--- src/rtl/gn3d_pkg.sv ---
// Package: shared constants, permutation table and fixed-point helpers for gradient noise.
`default_nettype none
package gn3d_pkg;
  localparam int FracBits = 16;
  localparam int OutFracBits = 14;
  localparam int OneQ16 = 65536;

  function automatic logic [7:0] perm(input logic [7:0] i);
    logic [7:0] r;
    case (i)
      8'd0: r=8'd151; 8'd1: r=8'd160; 8'd2: r=8'd137; 8'd3: r=8'd91; 8'd4: r=8'd90;
      8'd5: r=8'd15; 8'd6: r=8'd131; 8'd7: r=8'd13; 8'd8: r=8'd201; 8'd9: r=8'd95;
      8'd10: r=8'd96; 8'd11: r=8'd53; 8'd12: r=8'd194; 8'd13: r=8'd233; 8'd14: r=8'd7;
      8'd15: r=8'd225; 8'd16: r=8'd140; 8'd17: r=8'd36; 8'd18: r=8'd103; 8'd19: r=8'd30;
      8'd20: r=8'd69; 8'd21: r=8'd142; 8'd22: r=8'd8; 8'd23: r=8'd99; 8'd24: r=8'd37;
      8'd25: r=8'd240; 8'd26: r=8'd21; 8'd27: r=8'd10; 8'd28: r=8'd23; 8'd29: r=8'd190;
      8'd30: r=8'd6; 8'd31: r=8'd148; 8'd32: r=8'd247; 8'd33: r=8'd120; 8'd34: r=8'd234;
      8'd35: r=8'd75; 8'd36: r=8'd0; 8'd37: r=8'd26; 8'd38: r=8'd197; 8'd39: r=8'd62;
      8'd40: r=8'd94; 8'd41: r=8'd252; 8'd42: r=8'd219; 8'd43: r=8'd203; 8'd44: r=8'd117;
      8'd45: r=8'd35; 8'd46: r=8'd11; 8'd47: r=8'd32; 8'd48: r=8'd57; 8'd49: r=8'd177;
      8'd50: r=8'd33; 8'd51: r=8'd88; 8'd52: r=8'd237; 8'd53: r=8'd149; 8'd54: r=8'd56;
      8'd55: r=8'd87; 8'd56: r=8'd174; 8'd57: r=8'd20; 8'd58: r=8'd125; 8'd59: r=8'd136;
      8'd60: r=8'd171; 8'd61: r=8'd168; 8'd62: r=8'd68; 8'd63: r=8'd175; 8'd64: r=8'd74;
      8'd65: r=8'd165; 8'd66: r=8'd71; 8'd67: r=8'd134; 8'd68: r=8'd139; 8'd69: r=8'd48;
      8'd70: r=8'd27; 8'd71: r=8'd166; 8'd72: r=8'd77; 8'd73: r=8'd146; 8'd74: r=8'd158;
      8'd75: r=8'd231; 8'd76: r=8'd83; 8'd77: r=8'd111; 8'd78: r=8'd229; 8'd79: r=8'd122;
      8'd80: r=8'd60; 8'd81: r=8'd211; 8'd82: r=8'd133; 8'd83: r=8'd230; 8'd84: r=8'd220;
      8'd85: r=8'd105; 8'd86: r=8'd92; 8'd87: r=8'd41; 8'd88: r=8'd55; 8'd89: r=8'd46;
      8'd90: r=8'd245; 8'd91: r=8'd40; 8'd92: r=8'd244; 8'd93: r=8'd102; 8'd94: r=8'd143;
      8'd95: r=8'd54; 8'd96: r=8'd65; 8'd97: r=8'd25; 8'd98: r=8'd63; 8'd99: r=8'd161;
      8'd100: r=8'd1; 8'd101: r=8'd216; 8'd102: r=8'd80; 8'd103: r=8'd73; 8'd104: r=8'd209;
      8'd105: r=8'd76; 8'd106: r=8'd132; 8'd107: r=8'd187; 8'd108: r=8'd208; 8'd109: r=8'd89;
      8'd110: r=8'd18; 8'd111: r=8'd169; 8'd112: r=8'd200; 8'd113: r=8'd196; 8'd114: r=8'd135;
      8'd115: r=8'd130; 8'd116: r=8'd116; 8'd117: r=8'd188; 8'd118: r=8'd159; 8'd119: r=8'd86;
      8'd120: r=8'd164; 8'd121: r=8'd100; 8'd122: r=8'd109; 8'd123: r=8'd198; 8'd124: r=8'd173;
      8'd125: r=8'd186; 8'd126: r=8'd3; 8'd127: r=8'd64; 8'd128: r=8'd52; 8'd129: r=8'd217;
      8'd130: r=8'd226; 8'd131: r=8'd250; 8'd132: r=8'd124; 8'd133: r=8'd123; 8'd134: r=8'd5;
      8'd135: r=8'd202; 8'd136: r=8'd38; 8'd137: r=8'd147; 8'd138: r=8'd118; 8'd139: r=8'd126;
      8'd140: r=8'd255; 8'd141: r=8'd82; 8'd142: r=8'd85; 8'd143: r=8'd212; 8'd144: r=8'd207;
      8'd145: r=8'd206; 8'd146: r=8'd59; 8'd147: r=8'd227; 8'd148: r=8'd47; 8'd149: r=8'd16;
      8'd150: r=8'd58; 8'd151: r=8'd17; 8'd152: r=8'd182; 8'd153: r=8'd189; 8'd154: r=8'd28;
      8'd155: r=8'd42; 8'd156: r=8'd223; 8'd157: r=8'd183; 8'd158: r=8'd170; 8'd159: r=8'd213;
      8'd160: r=8'd119; 8'd161: r=8'd248; 8'd162: r=8'd152; 8'd163: r=8'd2; 8'd164: r=8'd44;
      8'd165: r=8'd154; 8'd166: r=8'd163; 8'd167: r=8'd70; 8'd168: r=8'd221; 8'd169: r=8'd153;
      8'd170: r=8'd101; 8'd171: r=8'd155; 8'd172: r=8'd167; 8'd173: r=8'd43; 8'd174: r=8'd172;
      8'd175: r=8'd9; 8'd176: r=8'd129; 8'd177: r=8'd22; 8'd178: r=8'd39; 8'd179: r=8'd253;
      8'd180: r=8'd19; 8'd181: r=8'd98; 8'd182: r=8'd108; 8'd183: r=8'd110; 8'd184: r=8'd79;
      8'd185: r=8'd113; 8'd186: r=8'd224; 8'd187: r=8'd232; 8'd188: r=8'd178; 8'd189: r=8'd185;
      8'd190: r=8'd112; 8'd191: r=8'd104; 8'd192: r=8'd218; 8'd193: r=8'd246; 8'd194: r=8'd97;
      8'd195: r=8'd228; 8'd196: r=8'd251; 8'd197: r=8'd34; 8'd198: r=8'd242; 8'd199: r=8'd193;
      8'd200: r=8'd238; 8'd201: r=8'd210; 8'd202: r=8'd144; 8'd203: r=8'd12; 8'd204: r=8'd191;
      8'd205: r=8'd179; 8'd206: r=8'd162; 8'd207: r=8'd241; 8'd208: r=8'd81; 8'd209: r=8'd51;
      8'd210: r=8'd145; 8'd211: r=8'd235; 8'd212: r=8'd249; 8'd213: r=8'd14; 8'd214: r=8'd239;
      8'd215: r=8'd107; 8'd216: r=8'd49; 8'd217: r=8'd192; 8'd218: r=8'd214; 8'd219: r=8'd31;
      8'd220: r=8'd181; 8'd221: r=8'd199; 8'd222: r=8'd106; 8'd223: r=8'd157; 8'd224: r=8'd184;
      8'd225: r=8'd84; 8'd226: r=8'd204; 8'd227: r=8'd176; 8'd228: r=8'd115; 8'd229: r=8'd121;
      8'd230: r=8'd50; 8'd231: r=8'd45; 8'd232: r=8'd127; 8'd233: r=8'd4; 8'd234: r=8'd150;
      8'd235: r=8'd254; 8'd236: r=8'd138; 8'd237: r=8'd236; 8'd238: r=8'd205; 8'd239: r=8'd93;
      8'd240: r=8'd222; 8'd241: r=8'd114; 8'd242: r=8'd67; 8'd243: r=8'd29; 8'd244: r=8'd24;
      8'd245: r=8'd72; 8'd246: r=8'd243; 8'd247: r=8'd141; 8'd248: r=8'd128; 8'd249: r=8'd195;
      8'd250: r=8'd78; 8'd251: r=8'd66; 8'd252: r=8'd215; 8'd253: r=8'd61; 8'd254: r=8'd156;
      default: r=8'd180;
    endcase
    return r;
  endfunction

  // Gradient dot product; offsets are Q16 in [-65536, 65535], result fits 19 bits.
  function automatic logic signed [18:0] grad(input logic [3:0] h,
      input logic signed [17:0] x, input logic signed [17:0] y,
      input logic signed [17:0] z);
    logic signed [18:0] u;
    logic signed [18:0] v;
    u = (h < 4'd8) ? 19'(x) : 19'(y);
    v = (h < 4'd4) ? 19'(y) : ((h == 4'd12 || h == 4'd14) ? 19'(x) : 19'(z));
    return (h[0] ? -u : u) + (h[1] ? -v : v);
  endfunction
endpackage
`default_nettype wire

--- src/rtl/gn3d_fade.sv ---
// Quintic fade curve pipeline: four register stages, Q0.16 in and out.
`default_nettype none
module gn3d_fade
  import gn3d_pkg::*;
(
  input  wire logic        clk,
  input  wire logic        en,
  input  wire logic [16:0] t_in,
  output logic      [16:0] fade_out
);
  // t < 65536 so every product fits well under 64 bits and is non-negative
  // except the poly term, which is signed.
  logic [16:0] t1_r;
  logic [33:0] tt_r;
  logic signed [37:0] tp_r;
  logic [33:0] t3p_r;
  logic signed [20:0] poly_r;
  logic [16:0] t3_r;
  logic signed [20:0] pl;
  logic signed [54:0] fprod;
  logic signed [54:0] fsh;

  // 6t - 15.0 spans about -983040..-589830, needs 21 signed bits
  assign pl = 21'(signed'({4'b0, t1_r})) * 21'sd6 - 21'sd983040;

  always_ff @(posedge clk) begin
    if (en) begin
      t1_r  <= t_in;
      tt_r  <= 34'(t_in) * 34'(t_in);
      t3p_r <= 34'(tt_r[33:16]) * 34'(t1_r);
      tp_r  <= 38'(signed'({1'b0, t1_r})) * 38'(pl);
      t3_r  <= t3p_r[32:16];
      poly_r <= 21'(tp_r >>> 16) + 21'sd655360;
      fade_out <= fsh[16:0];
    end
  end

  assign fprod = 55'(signed'({1'b0, t3_r})) * 55'(poly_r);
  assign fsh = fprod >>> 16;
endmodule
`default_nettype wire

--- config.mk ---
export PLATFORM = sky130hd
export DESIGN_NAME = gn3d_fade
export DESIGN_NICKNAME = d
export VERILOG_FILES = /design/src/rtl/gn3d_pkg.sv /design/src/rtl/gn3d_fade.sv
export SDC_FILE = /design/constraint.sdc
export NUM_CORES = 2
export LEC_CHECK = 0
export BUFFER_PORTS_ARGS = -buffer_cell sky130_fd_sc_hd__clkbuf_2
export CORE_UTILIZATION = 60
export CTS_BUF_LIST = sky130_fd_sc_hd__clkbuf_4 sky130_fd_sc_hd__clkbuf_8 sky130_fd_sc_hd__clkbuf_16
export DETAILED_ROUTE_END_ITERATION = 10
export GPL_TIMING_DRIVEN = 0
export MAX_ROUTING_LAYER = met4
export PLACE_DENSITY = 0.76
export SYNTH_ARGS = -nofsm -noshare
export SYNTH_HDL_FRONTEND = slang
export SYNTH_SLANG_ARGS = --single-unit
export TNS_END_PERCENT = 50
--- constraint.sdc ---
create_clock -name clk -period 12.9 [get_ports clk]
set_input_delay 1.29 -clock clk [delete_from_list [all_inputs] [get_ports clk]]
set_output_delay 1.29 -clock clk [all_outputs]
set_load 0.01 [all_outputs]
Word level (Yosys, flattened, before mapping)
Index checks and enable logic that the tools add are counted.
Cells by class
  add/sub/neg operators: 2
  multiply operators: 5
Operator list (count)
  multiplier 18 x 21 -> 37 bit: 1
  multiplier 17 x 17 -> 34 bit: 1
  multiplier 18 x 17 -> 33 bit: 1
  multiplier 18 x 21 -> 33 bit: 1
  adder 21 bit, second input constant: 1
  subtractor 20 x 20 -> 21 bit, second input constant: 1
  multiplier 17 x 2 -> 19 bit, second input constant: 1
Storage, ports and cells
  register bits: 176
  input port bits: 19
  output and inout bits: 17
  word-level logic and storage cells: 14

Logic depth before layout (Yosys ltp)
  word-level depth: 3
  depth in mapped cells: 35
  depth with buffers taken out: 35

Worst setup path before layout
Ideal clock, no wire load.
  kind: register to register
  start point: reg t1_r[1]
  end point: reg tp_r[35] (data pin)
  setup time: 0.258 ns
  arrival: 8.466 ns
  data required time: 12.642 ns
  path slack: 4.175 ns
  cell stages (with the launch flop): 35
  buffers on the path: 1
  period minus slack after synthesis: 8.725 ns
  cell sequence: edfxtp_1 ha_1 fa_1 a211oi_1 o21ai_1 a31o_2 o21ai_0 o221ai_1 a31o_2 inv_2 ha_1 inv_1 nor3_1 nand2b_1 buf_2 nand2_1 fa_1 fa_1 fa_1 inv_1 fa_1 fa_1 inv_1 fa_1 inv_1 ha_1 a21o_1 a21o_1 a211o_1 o21ai_1 o41ai_2 o41ai_1 o21bai_1 a211oi_1 nor2_1
On the way
  longest elaborated chain between the ends: 3
Ends and longest elaborated chain
  start, declared: line gn3d_fade.sv:13  | logic [16:0] t1_r;
  start signal, assigned: line gn3d_fade.sv:28  | t1_r <= t_in;
  multiplier 17 x 2 -> 19 bit: line gn3d_fade.sv:24  | assign pl = 21'(signed'({4'b0, t1_r})) * 21'sd6 - 21'sd983040;
  subtractor 20 x 20 -> 21 bit: line gn3d_fade.sv:24
  multiplier 18 x 21 -> 37 bit *: line gn3d_fade.sv:31  | tp_r <= 38'(signed'({1'b0, t1_r})) * 38'(pl);
  end signal, assigned: line gn3d_fade.sv:31
  end, declared: line gn3d_fade.sv:15  | logic signed [37:0] tp_r;
Mark *: on every way between the ends. The rest lies on a longest branch, timed or not.
A chain may end at the register's enable or synchronous reset.

Worst setup path after layout
  start point: reg t1_r[0]
  end point: reg tp_r[35] (data pin)
The elaborated chain is that of the path after synthesis.

==> results.py <==
metrics = {
    "sta": {
        "finalSetupViolCount": 0,
        "fin_crit_sh_pct": 81.8,
        "fin_setup_tns_ns": 0,
        "fin_worst_skew_ns": 0.0309,
        "worstMarginPinSlew_ns": 1.15,
        "holdWs_ns": 0.411,
        "slew_headroom_pct": 23.6,
        "setup_ws_ns": 2.35,
        "drv_slew": 0,
        "fin_crit_ns": 10.55,
        "finalHoldViolCount": 0,
        "clock.fmax_mhz": 94.8,
        "rsz0062_at_grt": "no",
    },
    "critical_path": {
        "cp_max_fo": 10,
        "r2r_end": "tp_r[35]",
        "cpMaxStageDelayCell": "o41ai_1",
        "cp-start-kind": "flip-flop",
        "required_ns": 13.12,
        "cp.arrival_ns": 10.77,
        "cp_common_cell": "fa_1",
        "startpoint": "t1_r[0]",
        "ff2ff_path_depth": 34,
        "crit_type": "reg -> reg",
        "ff2ff_setup_slack_ns": 2.35,
        "worstSetupEndpointType": "flip-flop",
        "slowest_delay_ns": 0.61,
        "crit_end": "tp_r[35]",
        "r2r_start": "t1_r[0]",
    },
    "cells_and_area": {
        "final_common_cell": "inv_1",
        "final_util_pct": 63.8,
        "synthToLayoutAreaGrowth_pct": 4.53,
        "final_cell_mix": "1,256 x inv_1, 1,053 x fa_1, 737 x nand2_1",
        "final_layout_size_suffix_gt1_share_pct": 1.97,
        "multi_input_comb_area_mm2": 0.0347,
        "fill_cells": 5966,
        "nNetsFinal": 6180,
        "seq_area_mm2": 0.00384,
    },
    "synthesis": {
        "syn-num-nets": 6125,
        "syn_area_per_cell_um2": 9.44,
        "synth_edf_count": 128,
        "async_flop_share_pct": 0,
        "ys_types": 69,
        "synth_ff_type": "edfxtp_1",
        "ys_ff_latch": 128,
        "synthesis.area_mm2": 0.0440,
        "yosysWarnings": 0,
        "synth_cells": 4659,
        "yosysSeqAreaShare_pct": 8.74,
    },
    "detailed_routing": {
        "drt-pass1-iter-count": 5,
        "vias": 30800,
        "drt_iter0_markers": 2338,
        "drc": 0,
        "wl_per_cell_um": 18.8,
        "drtAntennaViolNets": 0,
        "wl_mm": 107,
        "viasPerCell": 5.43,
    },
    "clocking": {
        "cts.sink_count": 128,
        "cts_max_level": 4,
        "clk_pin_slew_worst_paths_ns": 0.07,
        "clk_latency_ns": 0.51,
        "cts_tree": "yes",
        "numCtsBuffers": 17,
        "clock_path_buffers": 2,
        "postCtsHoldBufs": 0,
        "postCtsSetupBuffers": 0,
        "cts_resized": 0,
        "cts-root-buf": "clkbuf_16",
    },
    "placement": {
        "dp_slack_ns": 2.65,
        "port_buffers": 35,
        "place_hpwl_mm": 90.4,
        "place_congestion": 0.996,
    },
    "floorplan": {
        "die_area_mm2": 0.0744,
        "dieHeight_um": 273,
        "row_count": 98,
        "initial_core_util_pct": 61.1,
        "die_x_um": 273,
        "core_area_mm2": 0.0720,
        "num_io_pins": 36,
    },
    "global_routing": {
        "grt_first_pass_wirelength_mm": 176,
        "grt_usage_pct": 31.8,
        "grt_pass1_vias": 33200,
        "grt_antenna_before_repair": 1,
        "grt_overflow": 0,
        "grt_max_degree": 112,
    },
    "run": {
        "cap_violations": 0,
    },
    "worst_hold_path": {
        "hold_class": "reg -> reg",
    },
    "run_status": {
        "status": "complete, no violations",
    },
}
through the flow:
step | cell area, um^2 | cells
after floorplan | 44000 | 4659
after global placement | 45300 | 5644
after detailed placement | 45400 | 5645
after CTS | 45900 | 5677
after global routing | 46000 | 5678
final | 46000 | 5678
flip-flops by register name, indices dropped and copies added, names as in the netlist:
signal and count:
t3p_r 17, t1_r 17, tp_r 21, tt_r 18
t3_r 17, fade_out 17, poly_r 21
worst max-delay path, delay by kind of cell (launching register included):
kind,cells,cell delay (ns)
adders and majority gates,10,4.36
AOI/OAI and AO/OA,14,3.77
and+or+nand+nor,4,0.87
buffers and inverters,6,0.68
DFF,1,0.58
area by class of cell:
class / instances / share of cell area [%]
multi-input combinational: 3089 / 75.5
inverter: 1257 / 10.3
sequential: 128 / 8.36
tap: 950 / 2.59
buffer: 185 / 1.52
clock buffer: 18 / 0.942
timing repair buffer: 36 / 0.460
clock inverter: 14 / 0.343
antenna: 1 / 0.00545
metal layers:
layer	vias up	GRT usage, %	wire, um
met1	15800	40.8	42400
met3	247	4.30	7950
li1	13600	-	-
met4	0	12.9	4990
met5	-	-	0
met2	1227	51.2	51300
worst min path at each step:
stage / startpoint / endpoint / cells past startpoint
final: t3p_r[31] / t3_r[15] / 0
after global routing: tp_r[30] / poly_r[14] / 0
after CTS: t3p_r[32] / t3_r[16] / 0
after detailed placement: tp_r[22] / poly_r[6] / 0
after global placement: t3p_r[24] / t3_r[8] / 0
after floorplan: tp_r[16] / poly_r[0] / 0
synth_stat cells, types with 3 or more instances:
cell       count  share of area [%]
o21a_1        18               0.31
nand2b_1      13               0.19
xor2_1        27               0.54
a31oi_1        4              0.057
clkbuf_1     180                1.5
fa_1        1053                 48
inv_1       1256                 11
or2_2          5              0.071
maj3_1         5               0.11
nand3_1       17               0.19
o21bai_1       9               0.15
nor3_1        18               0.20
or3_1          3              0.043
nor2b_1       21               0.30
o21ai_0       31               0.35
ha_1         394                 11
o21ai_1        3              0.034
a21oi_1       63               0.72
o2111ai_1      3              0.060
edfxtp_1     128                8.7
nor2_1        82               0.70
nand4_1        7               0.10
and2_1       368                5.2
a31o_2         3              0.060
a21o_1        34               0.58
a211oi_1       7               0.12
nand2_1      737                6.3
xnor2_1      100                2.0
a211o_1        4              0.080
and3_1        13               0.19
cell families after synthesis:
group / after synthesis / share of synthesized area [%]
mux: 4 / 0.0968
buf+inv: 1442 / 12.3
xor+xnor: 128 / 2.57
simple gates: 1292 / 13.6
fa+ha+maj: 1452 / 59.3
compound gates: 213 / 3.33
flops: 128 / 8.74
Power is not shown: default switching activity piles up to over one toggle a cycle in this logic, so the estimate is an artifact.
