### config.mk
export PLATFORM = sky130hd
export DESIGN_NAME = gn3d_lerp
export DESIGN_NICKNAME = d
export VERILOG_FILES = /design/src/rtl/gn3d_pkg.sv /design/src/rtl/gn3d_lerp.sv
export SDC_FILE = /design/constraint.sdc
export NUM_CORES = 1
export LEC_CHECK = 0
export BUFFER_PORTS_ARGS = -buffer_cell sky130_fd_sc_hd__buf_2
export CORE_MARGIN = 3
export CORE_UTILIZATION = 55
export CTS_CLUSTER_DIAMETER = 120
export DETAILED_ROUTE_END_ITERATION = 8
export GPL_TIMING_DRIVEN = 0
export PLACE_DENSITY = 0.73
export SYNTH_ARGS = -nofsm -noshare
export SYNTH_HDL_FRONTEND = slang
export SYNTH_SLANG_ARGS = --single-unit
### constraint.sdc
create_clock -name clk -period 27.8 [get_ports clk]
set_input_delay 4.17 -clock clk [delete_from_list [all_inputs] [get_ports clk]]
set_output_delay 4.17 -clock clk [all_outputs]
set_load 0.02 [all_outputs]
### src/rtl/gn3d_pkg.sv
// Package: shared constants, permutation table and fixed-point helpers for gradient noise.
`default_nettype none
package gn3d_pkg;
  localparam int FracBits = 16;
  localparam int OutFracBits = 14;
  localparam int OneQ16 = 65536;

  function automatic logic [7:0] perm(input logic [7:0] i);
    logic [7:0] r;
    case (i)
      8'd0: r=8'd151; 8'd1: r=8'd160; 8'd2: r=8'd137; 8'd3: r=8'd91; 8'd4: r=8'd90;
      8'd5: r=8'd15; 8'd6: r=8'd131; 8'd7: r=8'd13; 8'd8: r=8'd201; 8'd9: r=8'd95;
      8'd10: r=8'd96; 8'd11: r=8'd53; 8'd12: r=8'd194; 8'd13: r=8'd233; 8'd14: r=8'd7;
      8'd15: r=8'd225; 8'd16: r=8'd140; 8'd17: r=8'd36; 8'd18: r=8'd103; 8'd19: r=8'd30;
      8'd20: r=8'd69; 8'd21: r=8'd142; 8'd22: r=8'd8; 8'd23: r=8'd99; 8'd24: r=8'd37;
      8'd25: r=8'd240; 8'd26: r=8'd21; 8'd27: r=8'd10; 8'd28: r=8'd23; 8'd29: r=8'd190;
      8'd30: r=8'd6; 8'd31: r=8'd148; 8'd32: r=8'd247; 8'd33: r=8'd120; 8'd34: r=8'd234;
      8'd35: r=8'd75; 8'd36: r=8'd0; 8'd37: r=8'd26; 8'd38: r=8'd197; 8'd39: r=8'd62;
      8'd40: r=8'd94; 8'd41: r=8'd252; 8'd42: r=8'd219; 8'd43: r=8'd203; 8'd44: r=8'd117;
      8'd45: r=8'd35; 8'd46: r=8'd11; 8'd47: r=8'd32; 8'd48: r=8'd57; 8'd49: r=8'd177;
      8'd50: r=8'd33; 8'd51: r=8'd88; 8'd52: r=8'd237; 8'd53: r=8'd149; 8'd54: r=8'd56;
      8'd55: r=8'd87; 8'd56: r=8'd174; 8'd57: r=8'd20; 8'd58: r=8'd125; 8'd59: r=8'd136;
      8'd60: r=8'd171; 8'd61: r=8'd168; 8'd62: r=8'd68; 8'd63: r=8'd175; 8'd64: r=8'd74;
      8'd65: r=8'd165; 8'd66: r=8'd71; 8'd67: r=8'd134; 8'd68: r=8'd139; 8'd69: r=8'd48;
      8'd70: r=8'd27; 8'd71: r=8'd166; 8'd72: r=8'd77; 8'd73: r=8'd146; 8'd74: r=8'd158;
      8'd75: r=8'd231; 8'd76: r=8'd83; 8'd77: r=8'd111; 8'd78: r=8'd229; 8'd79: r=8'd122;
      8'd80: r=8'd60; 8'd81: r=8'd211; 8'd82: r=8'd133; 8'd83: r=8'd230; 8'd84: r=8'd220;
      8'd85: r=8'd105; 8'd86: r=8'd92; 8'd87: r=8'd41; 8'd88: r=8'd55; 8'd89: r=8'd46;
      8'd90: r=8'd245; 8'd91: r=8'd40; 8'd92: r=8'd244; 8'd93: r=8'd102; 8'd94: r=8'd143;
      8'd95: r=8'd54; 8'd96: r=8'd65; 8'd97: r=8'd25; 8'd98: r=8'd63; 8'd99: r=8'd161;
      8'd100: r=8'd1; 8'd101: r=8'd216; 8'd102: r=8'd80; 8'd103: r=8'd73; 8'd104: r=8'd209;
      8'd105: r=8'd76; 8'd106: r=8'd132; 8'd107: r=8'd187; 8'd108: r=8'd208; 8'd109: r=8'd89;
      8'd110: r=8'd18; 8'd111: r=8'd169; 8'd112: r=8'd200; 8'd113: r=8'd196; 8'd114: r=8'd135;
      8'd115: r=8'd130; 8'd116: r=8'd116; 8'd117: r=8'd188; 8'd118: r=8'd159; 8'd119: r=8'd86;
      8'd120: r=8'd164; 8'd121: r=8'd100; 8'd122: r=8'd109; 8'd123: r=8'd198; 8'd124: r=8'd173;
      8'd125: r=8'd186; 8'd126: r=8'd3; 8'd127: r=8'd64; 8'd128: r=8'd52; 8'd129: r=8'd217;
      8'd130: r=8'd226; 8'd131: r=8'd250; 8'd132: r=8'd124; 8'd133: r=8'd123; 8'd134: r=8'd5;
      8'd135: r=8'd202; 8'd136: r=8'd38; 8'd137: r=8'd147; 8'd138: r=8'd118; 8'd139: r=8'd126;
      8'd140: r=8'd255; 8'd141: r=8'd82; 8'd142: r=8'd85; 8'd143: r=8'd212; 8'd144: r=8'd207;
      8'd145: r=8'd206; 8'd146: r=8'd59; 8'd147: r=8'd227; 8'd148: r=8'd47; 8'd149: r=8'd16;
      8'd150: r=8'd58; 8'd151: r=8'd17; 8'd152: r=8'd182; 8'd153: r=8'd189; 8'd154: r=8'd28;
      8'd155: r=8'd42; 8'd156: r=8'd223; 8'd157: r=8'd183; 8'd158: r=8'd170; 8'd159: r=8'd213;
      8'd160: r=8'd119; 8'd161: r=8'd248; 8'd162: r=8'd152; 8'd163: r=8'd2; 8'd164: r=8'd44;
      8'd165: r=8'd154; 8'd166: r=8'd163; 8'd167: r=8'd70; 8'd168: r=8'd221; 8'd169: r=8'd153;
      8'd170: r=8'd101; 8'd171: r=8'd155; 8'd172: r=8'd167; 8'd173: r=8'd43; 8'd174: r=8'd172;
      8'd175: r=8'd9; 8'd176: r=8'd129; 8'd177: r=8'd22; 8'd178: r=8'd39; 8'd179: r=8'd253;
      8'd180: r=8'd19; 8'd181: r=8'd98; 8'd182: r=8'd108; 8'd183: r=8'd110; 8'd184: r=8'd79;
      8'd185: r=8'd113; 8'd186: r=8'd224; 8'd187: r=8'd232; 8'd188: r=8'd178; 8'd189: r=8'd185;
      8'd190: r=8'd112; 8'd191: r=8'd104; 8'd192: r=8'd218; 8'd193: r=8'd246; 8'd194: r=8'd97;
      8'd195: r=8'd228; 8'd196: r=8'd251; 8'd197: r=8'd34; 8'd198: r=8'd242; 8'd199: r=8'd193;
      8'd200: r=8'd238; 8'd201: r=8'd210; 8'd202: r=8'd144; 8'd203: r=8'd12; 8'd204: r=8'd191;
      8'd205: r=8'd179; 8'd206: r=8'd162; 8'd207: r=8'd241; 8'd208: r=8'd81; 8'd209: r=8'd51;
      8'd210: r=8'd145; 8'd211: r=8'd235; 8'd212: r=8'd249; 8'd213: r=8'd14; 8'd214: r=8'd239;
      8'd215: r=8'd107; 8'd216: r=8'd49; 8'd217: r=8'd192; 8'd218: r=8'd214; 8'd219: r=8'd31;
      8'd220: r=8'd181; 8'd221: r=8'd199; 8'd222: r=8'd106; 8'd223: r=8'd157; 8'd224: r=8'd184;
      8'd225: r=8'd84; 8'd226: r=8'd204; 8'd227: r=8'd176; 8'd228: r=8'd115; 8'd229: r=8'd121;
      8'd230: r=8'd50; 8'd231: r=8'd45; 8'd232: r=8'd127; 8'd233: r=8'd4; 8'd234: r=8'd150;
      8'd235: r=8'd254; 8'd236: r=8'd138; 8'd237: r=8'd236; 8'd238: r=8'd205; 8'd239: r=8'd93;
      8'd240: r=8'd222; 8'd241: r=8'd114; 8'd242: r=8'd67; 8'd243: r=8'd29; 8'd244: r=8'd24;
      8'd245: r=8'd72; 8'd246: r=8'd243; 8'd247: r=8'd141; 8'd248: r=8'd128; 8'd249: r=8'd195;
      8'd250: r=8'd78; 8'd251: r=8'd66; 8'd252: r=8'd215; 8'd253: r=8'd61; 8'd254: r=8'd156;
      default: r=8'd180;
    endcase
    return r;
  endfunction

  // Gradient dot product; offsets are Q16 in [-65536, 65535], result fits 19 bits.
  function automatic logic signed [18:0] grad(input logic [3:0] h,
      input logic signed [17:0] x, input logic signed [17:0] y,
      input logic signed [17:0] z);
    logic signed [18:0] u;
    logic signed [18:0] v;
    u = (h < 4'd8) ? 19'(x) : 19'(y);
    v = (h < 4'd4) ? 19'(y) : ((h == 4'd12 || h == 4'd14) ? 19'(x) : 19'(z));
    return (h[0] ? -u : u) + (h[1] ? -v : v);
  endfunction
endpackage
`default_nettype wire

### src/rtl/gn3d_lerp.sv
// Registered lerp: a + floor(t * (b - a) / 2^16).
`default_nettype none
module gn3d_lerp
  import gn3d_pkg::*;
(
  input  wire logic               clk,
  input  wire logic               en,
  input  wire logic        [16:0] t,
  input  wire logic signed [20:0] a,
  input  wire logic signed [20:0] b,
  output logic      signed [20:0] y
);
  logic signed [21:0] d;
  logic signed [39:0] p;
  assign d = 22'(b) - 22'(a);
  assign p = 40'(signed'({1'b0, t})) * 40'(d);
  always_ff @(posedge clk) begin
    if (en) y <= 21'(22'(a) + 22'(p >>> 16));
  end
endmodule
`default_nettype wire

==> Yosys cells after proc, flatten, opt, wreduce, memory -nomap -nowiden <==
Cells that the tools add are included.
{ "op_classes": {"n_addsub": 2, "mul": 1} }
{ "ops": {"columns": ["op", "count"], "rows": [
  ["multiplier 18 x 22 -> 37 bit", 1],
  ["subtractor 21 x 21 -> 22 bit", 1],
  ["adder 21 bit", 1]
]} }
{ "totals": {"in_bits": 61, "wordCells": 4, "ff_bits": 21, "output_inout_bits": 21} }

==> Longest topological paths before layout <==
Gate-level depths: netlist (run 1).
{ "depth": {"ltp_word": 3, "ltp_mapped": 43, "ltp_nobuf": 43} }

==> Least setup slack after synthesis (run 1) <==
OpenSTA, ideal clock, no wires.
{ "synth_path": {"path_type": "input to register", "start": "input b[0]", "end": "register y[20] (data pin)", "setup_time_ns": 0.268, "required_ns": 27.532, "t_arrival_ns": 13.024, "path_buffers": 0, "cell_stages": 42, "path_slack_ns": 14.508, "cell_sequence": "inv_1 ha_1 fa_1 nor2b_1 o31ai_2 a2111o_1 a21oi_2 o311ai_2 a31oi_1 o21ai_1 a21boi_2 nor3b_1 fa_1 inv_1 fa_1 fa_1 inv_1 fa_1 [... 6 more ...] nand2_1 a21oi_1 o21a_1 o21ai_0 a21boi_0 o21a_1 nor2_1 xnor2_1 ha_1 nand3_1 a211o_1 o211ai_2 a21oi_2 o31a_4 a31oi_2 xnor2_1 xnor2_1 xnor3_1"} }
{ "synth_between": {"elab_chain_len": 3} }
{ "synth_rtl": {"columns": ["item", "line", "rtl"], "rows": [
  ["from (decl)", "gn3d_lerp.sv:10", "input wire logic signed [20:0] b,"],
  ["subtractor 21 x 21 -> 22 bit", "gn3d_lerp.sv:15", "assign d = 22'(b) - 22'(a);"],
  ["multiplier 18 x 22 -> 37 bit", "gn3d_lerp.sv:16", "assign p = 40'(signed'({1'b0, t})) * 40'(d);"],
  ["adder 21 bit", "gn3d_lerp.sv:18", "if (en) y <= 21'(22'(a) + 22'(p >>> 16));"],
  ["to (signal assigned)", "gn3d_lerp.sv:18", null],
  ["to (decl)", "gn3d_lerp.sv:11", "output logic signed [20:0] y"]
]} }
Every way passes these cells.
A chain may end at the register's enable or synchronous reset.

==> Worst setup path after layout (run 1) <==
{ "layout_path": {"start": "input a[0]", "end": "register y[20] (data pin)"} }
{ "layout_between": {"elab_chain_len": 3} }
{ "layout_rtl": {"columns": ["item", "line", "rtl"], "rows": [
  ["from (decl)", "gn3d_lerp.sv:9", "input wire logic signed [20:0] a,"],
  ["subtractor 21 x 21 -> 22 bit", "gn3d_lerp.sv:15", null],
  ["multiplier 18 x 22 -> 37 bit", "gn3d_lerp.sv:16", null],
  ["adder 21 bit *", "gn3d_lerp.sv:18", null]
]} }
Every way passes the cells marked *; elsewhere a longest branch is shown, timed or not.

==> run summary, run 1 <==
status = complete, no violations
DRC violations left = 0
Avg Inst Size Synth = 8.816 um^2
Nets = 2429
Detail Route Antenna Nets = 0
Core Util, Final = 0.5985
fraction of layout cells with a size suffix above 1 = 0.06054
DRC violation total after the first TritonRoute iteration = 766
initial core utilization = 0.5644
max reg flops = 21
Synth area leaders = fa_1 (44%), inv_1 (11%), ha_1 (10%)
full die area = 30890 um^2
Hold WC Path Type = in -> reg
Chip Width = 175.8 um
Worst Hold End = y[0]
input/output buffers = 81
global-route usage over all layers = 0.2672
unrepaired setup endpoints after global routing = false
Worst path depth = 41
WHS = 4.235 ns
fmax = 0.06631 GHz
CTS resizes = 0
DR vias = 12058
core box area = 28090 um^2
gr ovfl total = 0
most common cell in the netlist = inv_1
sequential fraction of the synthesis area = 0.03978
CP startpoint kind = input port
drt pass-1 iters = 6
synth unique cells = 66
Rows = 61
Yosys warnings = 0
delay-heaviest family, CP = adder cells
most frequent cells after synthesis = inv_1 (485), fa_1 (351), nand2_1 (180)
Area Overhead vs Synth = 6.054%
worst stage delay on the critical path = 0.90 ns
vias in the first global route = 12640
GPL Wtd Cong = 0.9406
syn nets = 2343
crit-path max FO = 10
cells after synthesis = 1798
Post-Synth Simple-Gate Area = 0.1692
setup TNS = 0 ns
Post-Layout Cell Count = 2262
Avg WL per Cell = 17.83 um
htree depth = 1
Setup crit end kind = flop
largest family of logic cells by synthesized area = adder cells
CTS Buf Count = 3
Largest Register = y
clock slew at reported path FFs = 0.06 ns
clk buf depth = 2
setup bufs post-CTS = 0
Vias/cell = 5.331
crit path DAT = 15.08 ns
TritonCTS Sinks = 21
Post-synth EDFFs = 21
worst slew pin tran = 1.303 ns
area leader, netlist = fa_1
Mapped Area = 15850 um^2
root buf cell = clkbuf_16
Slowest-stage cell, CP = xnor2_1
Adder-Cell Fraction of Synth Area = 0.5483
max-cap viol count = 0
Crit Path Class = in -> reg
CTS Hold Buffers Added = 0
max-slew violations = 0
Hold Path Origin = a[0]
Ports = 82
initial antenna violation count = 2
CP Buf/Inv Count = 5
drt total wl = 40340 um
Post-Synth XOR/XNOR Area = 0.03457
mux contribution to synthesized area = 0.01121
max_slew headroom = 0.1178
hpwl dp = 35210 um
first-pass GRT wire length = 64700 um
async set-reset flop share out of synthesis = 0
hold path cells = 2
period utilization = 0.5425
Synth Flop Type = edfxtp_1
Largest regs = y (21)
fin crit period = 15.08 ns
Hold Vio Cnt, Final = 0
die height = 175.8 um
placed cell count = 2257
Final Setup Violations = 0
Top cell by count, worst path = fa_1
CTS tree = done
Critical Path RT = 27.80 ns
Synth Area in Compound Gates = 0.06630
pin count of the biggest net entering global routing = 22
Yosys top cell area share = 0.4433
Yosys reg bits = 21
-- stage by stage --
stage	cell area (um^2)	setup slack, ns
2_1_floorplan	15850	14.51
3_3_place_gp	16730	12.83
3_5_place_dp	16730	12.67
4_1_cts	16810	12.90
5_1_grt	16810	12.29
6_report	16810	12.72
-- cell families after synthesis --
kind of cell	Yosys count
simple gates	511
xor+xnor	61
buf+inv	547
compound gates	157
flops	21
fa+ha+maj	484
mux	17
-- area by class of cell --
class	count	area [um^2]
tap	378	473.0
sequential	21	630.6
inverter	485	1821
multi-input combinational	1230	13150
buffer	62	251.5
clock buffer	4	78.83
timing repair buffer	81	405.4
fill	2543	11280
antenna	1	2.502
-- cell usage in the layout, fill, tap and decap left out, drive strengths merged, types with 16 or more instances in the layout --
master    n
a21oi    53
and2    169
buf      89
clkbuf   58
edfxtp   21
fa      351
ha      133
inv     485
nand2   180
nand2b   29
nor2     36
nor2b    34
nor3     18
o21a     16
o21ai    29
xnor2    49
-- worst max-delay path by stage --
| stage | slack (ns) | from | endpoint |
|---|---|---|---|
| after floorplan | 14.51 | b[0] | y[20] |
| after global routing | 12.29 | a[0] | y[20] |
| after global placement | 12.83 | a[0] | y[20] |
| after detailed placement | 12.67 | a[0] | y[20] |
| final | 12.72 | a[0] | y[20] |
| after CTS | 12.90 | a[0] | y[20] |
-- layer usage --
layer / share of wire / routed length (um) / vias up / global-route usage
met5: 0 / 0 / - / 0
met4: 0.046 / 1871 / 0 / 0.1016
met3: 0.068 / 2762 / 116 / 0.03934
met2: 0.50 / 20180 / 449 / 0.4637
met1: 0.38 / 15520 / 6000 / 0.3392
li1: - / - / 5493 / -
Power of run 1 is not shown: default switching activity piles up to over one toggle a cycle in this logic, so the estimate is an artifact.
==> run 2: changes to the inputs <==
Settings changed: ABC_AREA set to 1.
Clock period 27.8 ns to 14.6 ns, I/O delays scaled along.
==> run 2 against run 1 <==
Net effect: flip-flop and latch count unchanged; synthesized area rose by 0.91%; final cell count is 8.6% higher; setup slack worse by 11 ns.
==> run summary, run 2 <==
Yosys top cell area share = 0.4393 (-0.003988)
worst stage delay on the critical path = 0.93 ns (+0.03 ns)
Synth Flop Type = edfxtp_1
area occupied by registers = 630.6 um^2 (unchanged)
Hold WC Path Type = in -> reg
filler instances = 2607 (+2.5%)
Avg WL per Cell = 18.29 um (+2.5%)
vias in the first global route = 13733 (+8.6%)
drt total wl = 44930 um (+11%)
syn nets = 2543 (+8.5%)
Chip Width = 176.5 um (+0.44%)
Post-Synth Simple-Gate Area = 0.1837 (+0.01451)
fraction of layout cells with a size suffix above 1 = 0.07456 (+0.01401)
multi-input combinational cell area = 13000 um^2 (-1.1%)
DRC violation total after the first TritonRoute iteration = 1171 (+53%)
period utilization = 0.8526
DR vias = 13222 (+9.7%)
sequential fraction of the synthesis area = 0.03942 (-0.0003579)
DRC violations left = 0 (unchanged)
clock slew at reported path FFs = 0.06 ns (about the same)
Top cell by count, worst path = fa_1
setup TNS = 0 ns (unchanged)
die height = 176.5 um (+0.44%)
cells after synthesis = 1998 (+11%)
htree depth = 1 (unchanged)
fin crit period = 12.45 ns
fmax = 0.08033 GHz
worst setup path start = a[0]
Ports = 82 (unchanged)
CTS Buf Count = 3 (unchanged)
Vias/cell = 5.381 (+0.95%)
input/output buffers = 77 (-4.9%)
Setup crit end kind = flop
hpwl dp = 39530 um (+12%)
worst slew pin tran = 1.213 ns (-0.08967 ns)
core box area = 28240 um^2 (+0.54%)
max-cap viol count = 0 (unchanged)
CTS tree = done
area leader, netlist = fa_1
synth unique cells = 51 (-23%)
Mapped Area = 16000 um^2 (+0.91%)
drt pass-1 iters = 6 (unchanged)
Adder-Cell Fraction of Synth Area = 0.5433 (-0.004932)
CTS Hold Buffers Added = 0 (unchanged)
unrepaired setup endpoints after global routing = false
setup bufs post-CTS = 0 (unchanged)
max-slew violations = 0 (unchanged)
Rows = 61 (unchanged)
most common cell after layout, fill and taps aside = inv_1
pin count of the biggest net entering global routing = 22 (unchanged)
delay-heaviest family, CP = adder cells
status = complete, no violations
Final Setup Violations = 0 (unchanged)
Avg Inst Size Synth = 8.006 um^2 (-9.2%)
async set-reset flop share out of synthesis = 0 (unchanged)
global-route usage over all layers = 0.3006 (+0.03336)
mux contribution to synthesized area = 0 (-0.01121)
full die area = 31160 um^2 (+0.88%)
gr ovfl total = 0 (unchanged)
Slowest-stage cell, CP = xor2_1
Synth area leaders = fa_1 (44%), inv_1 (13%), ha_1 (10%)
Critical Path RT = 14.61 ns (-13.19 ns)
Area Overhead vs Synth = 5.859%
Yosys warnings = 0 (unchanged)
initial core utilization = 0.5664 (+0.002045)
CP Buf/Inv Count = 7 (+2)
Detail Route Antenna Nets = 0 (unchanged)
CP startpoint kind = input port
Post-Synth XOR/XNOR Area = 0.02933 (-0.005239)
crit path DAT = 12.46 ns (-2.62 ns)
crit-path max FO = 9 (-1)
Hold Path Origin = a[0]
Nets = 2625 (+8.1%)
leading cell types in the layout, fill and taps excluded = inv_1 (560), fa_1 (351), nand2_1 (286)
Post-synth EDFFs = 21 (unchanged)
root buf cell = clkbuf_16
Synth Area in Compound Gates = 0.05663 (-0.009670)
CTS resizes = 0 (unchanged)
largest family of logic cells by synthesized area = adder cells
Yosys reg bits = 21 (unchanged)
Largest Register = y
Hold Vio Cnt, Final = 0 (unchanged)
first-pass GRT wire length = 72370 um (+12%)
GPL Wtd Cong = 0.9439 (+0.35%)
antenna cells = 0 (-1)
max_slew headroom = 0.1886 (+0.07076)
Largest regs = y (21)
clk buf depth = 2 (unchanged)
Crit Path Class = in -> reg
most common cell in the netlist = inv_1
most frequent cells after synthesis = inv_1 (560), fa_1 (351), nand2_1 (286)
TritonCTS Sinks = 21 (unchanged)
initial antenna violation count = 1 (-1)
max reg flops = 21 (unchanged)
[run 2: stage by stage]
| step | hold WS [ns] | area (um^2) | utilization | cells | worst slack [ns] |
|---|---|---|---|---|---|
| CTS | 2.298 | 16930 | 0.5996 | 2457 | 2.369 |
| global placement | 2.566 | 16850 | 0.5968 | 2453 | 2.163 |
| detailed placement | 2.563 | 16850 | 0.5968 | 2453 | 2.156 |
| global route | 2.296 | 16930 | 0.5996 | 2457 | 1.643 |
| floorplan | 2.303 | 16000 | - | 1998 | 4.252 |
| finish | 2.297 | 16930 | 0.5996 | 2457 | 2.151 |
[run 2: final timing paths]
path	end	depth (start not counted)
min	y[0]	2
max	y[18]	38
[run 2: kinds of logic (layout without fill, tap and decap cells)]
family	Yosys count	count (layout)
flops	21	21
buf+inv	614	695
xor+xnor	51	51
compound gates	152	152
simple gates	676	676
fa+ha+maj	484	484
[run 2: layout make-up]
class | instances | area share
well taps | 378 | 0.02793
flip-flops and latches | 21 | 0.03724
inverters | 569 | 0.1261
clock buffers | 4 | 0.004655
multi-input cells | 1363 | 0.7680
repair buffers | 77 | 0.02276
plain buffers | 45 | 0.01330
[run 2: per-layer routing]
layer | part of all wire | GRT usage
met5 | 0.00029 | 0
met4 | 0.036 | 0.08085
met2 | 0.47 | 0.4992
met1 | 0.39 | 0.4009
met3 | 0.099 | 0.06774
Power of run 2 is left out for the same reason.
==> run 3: changes to the inputs <==
Settings changed: CORE_UTILIZATION 55 to 30, CTS_BUF_LIST set to sky130_fd_sc_hd__clkbuf_8, PLACE_DENSITY 0.73 to not set.
==> run 3 against run 2 <==
Net effect: count of clock-buffer cells in the layout fell by 1; global-route usage down 13 points; final cell count rose by 12%; non-clock buffer count stayed put; via count down 0.34%; wire length is 7.1% higher; core utilization down 27 points; worst hold slack got worse by 0.018 ns; flip-flop and latch count did not move; fmax shrank 1.5%; die area up 80%; critical path depth up 4; largest cell class unchanged; highest routed layer unchanged.
==> run summary, run 3 (synthesis gave the netlist of run 2 again) <==
unrepaired setup endpoints after global routing = false
drt pass-1 iters = 6 (unchanged)
status = complete, no violations
full die area = 56120 um^2 (+80%)
hold path cells = 2 (unchanged)
vias in the first global route = 13857 (+0.90%)
Worst Hold End = y[0]
Detail Route Antenna Nets = 0 (unchanged)
max reg flops = 21 (unchanged)
max-cap viol count = 0 (unchanged)
CTS tree = done
Vias/cell = 4.776 (-11%)
global-route usage over all layers = 0.1739 (-0.1267)
max-slew violations = 0 (unchanged)
Top cell by count, worst path = nand2_1
DRC violation total after the first TritonRoute iteration = 923 (-21%)
Crit Path Class = in -> reg
clock slew at reported path FFs = 0.07 ns (about the same)
worst slew pin tran = 1.369 ns (+0.1555 ns)
fmax = 0.07916 GHz (-1.5%)
period utilization = 0.8652 (+0.01259)
gr ovfl total = 0 (unchanged)
setup TNS = 0 ns (unchanged)
die height = 236.9 um (+34%)
Setup crit end kind = flop
initial core utilization = 0.3074 (-0.2590)
root buf cell = clkbuf_8
Largest Register = y
fraction of layout cells with a size suffix above 1 = 0.07456 (unchanged)
Final Setup Violations = 0 (unchanged)
CTS Hold Buffers Added = 0 (unchanged)
CP startpoint kind = input port
Hold WC Path Type = in -> reg
Ports = 82 (unchanged)
antenna cells = 0 (unchanged)
input/output buffers = 77 (unchanged)
drt total wl = 48110 um (+7.1%)
max_slew headroom = 0.08454 (-0.1040)
TritonCTS Sinks = 21 (unchanged)
Largest regs = y (21)
CTS Buf Count = 3 (unchanged)
Hold Vio Cnt, Final = 0 (unchanged)
CTS resizes = 0 (unchanged)
Rows = 83 (+36%)
DRC violations left = 0 (unchanged)
Nets = 2625 (unchanged)
DR vias = 13177 (-0.34%)
Chip Width = 236.9 um (+34%)
worst stage delay on the critical path = 1.08 ns (+0.15 ns)
Slowest-stage cell, CP = xor2_1
leading cell types in the layout, fill and taps excluded = inv_1 (561), fa_1 (351), nand2_1 (286)
GPL Wtd Cong = 0.9157 (-3.0%)
setup bufs post-CTS = 0 (unchanged)
Critical Path RT = 14.61 ns (about the same)
fin crit period = 12.63 ns (+0.1838 ns)
hpwl dp = 42750 um (+8.2%)
crit-path max FO = 9 (unchanged)
initial antenna violation count = 1 (unchanged)
clk buf depth = 2 (unchanged)
first-pass GRT wire length = 77070 um (+6.5%)
Area Overhead vs Synth = 8.010%
crit path DAT = 12.65 ns (+0.19 ns)
Hold Path Origin = a[0]
pin count of the biggest net entering global routing = 22 (unchanged)
most common cell after layout, fill and taps aside = inv_1
Avg WL per Cell = 17.44 um (-4.6%)
core box area = 52030 um^2 (+84%)
htree depth = 1 (unchanged)
run 3: worst max-delay path, delay by kind of cell:
kind / cells / cell delay [ns]
adder cells (fa/ha/maj): 10 / 4.36
buffers and inverters: 7 / 0.81
AND/OR/NAND/NOR: 14 / 2.00
AO/OA/AOI/OAI: 8 / 2.02
XOR/XNOR: 3 / 1.26
run 3: layout make-up:
type / instances / area [um^2]
clock inverter: 1 / 3.754
inverter: 569 / 2136
multi-input combinational: 1363 / 13000
clock buffer: 3 / 41.29
sequential: 21 / 630.6
timing repair buffer: 77 / 385.4
buffer: 45 / 225.2
fill: 5561 / 34750
tap: 680 / 850.8
run 3: worst max path at each step:
stage | from | endpoint | slack [ns] | depth (start not counted)
floorplan | b[0] | y[17] | 4.25 | 42
finish | a[0] | y[18] | 1.97 | 42
global route | b[0] | y[18] | 1.38 | 43
detailed placement | a[0] | y[18] | 1.94 | 42
CTS | a[0] | y[18] | 2.17 | 42
global placement | a[0] | y[18] | 2.06 | 42
run 3: routing by layer:
layer  GRT usage  wire length (um)  vias up
li1            -                 -     6013
met1      0.2453             21070     6601
met2      0.2844             22130      500
met3     0.02784              3929       61
met4     0.03097               967        2
met5           0                 7        -
run 3: stage by stage:
step | util | instances | hold slack [ns] | setup slack (ns) | area (um^2)
4_1_cts | 0.3321 | 2759 | 2.289 | 2.166 | 17280
3_5_place_dp | 0.3312 | 2755 | 2.568 | 1.942 | 17230
3_3_place_gp | 0.3312 | 2755 | 2.569 | 2.062 | 17230
5_1_grt | 0.3321 | 2759 | 2.282 | 1.382 | 17280
2_1_floorplan | - | 1998 | 2.303 | 4.252 | 16000
6_report | 0.3321 | 2759 | 2.280 | 1.968 | 17280
Power of run 3 is left out for the same reason.
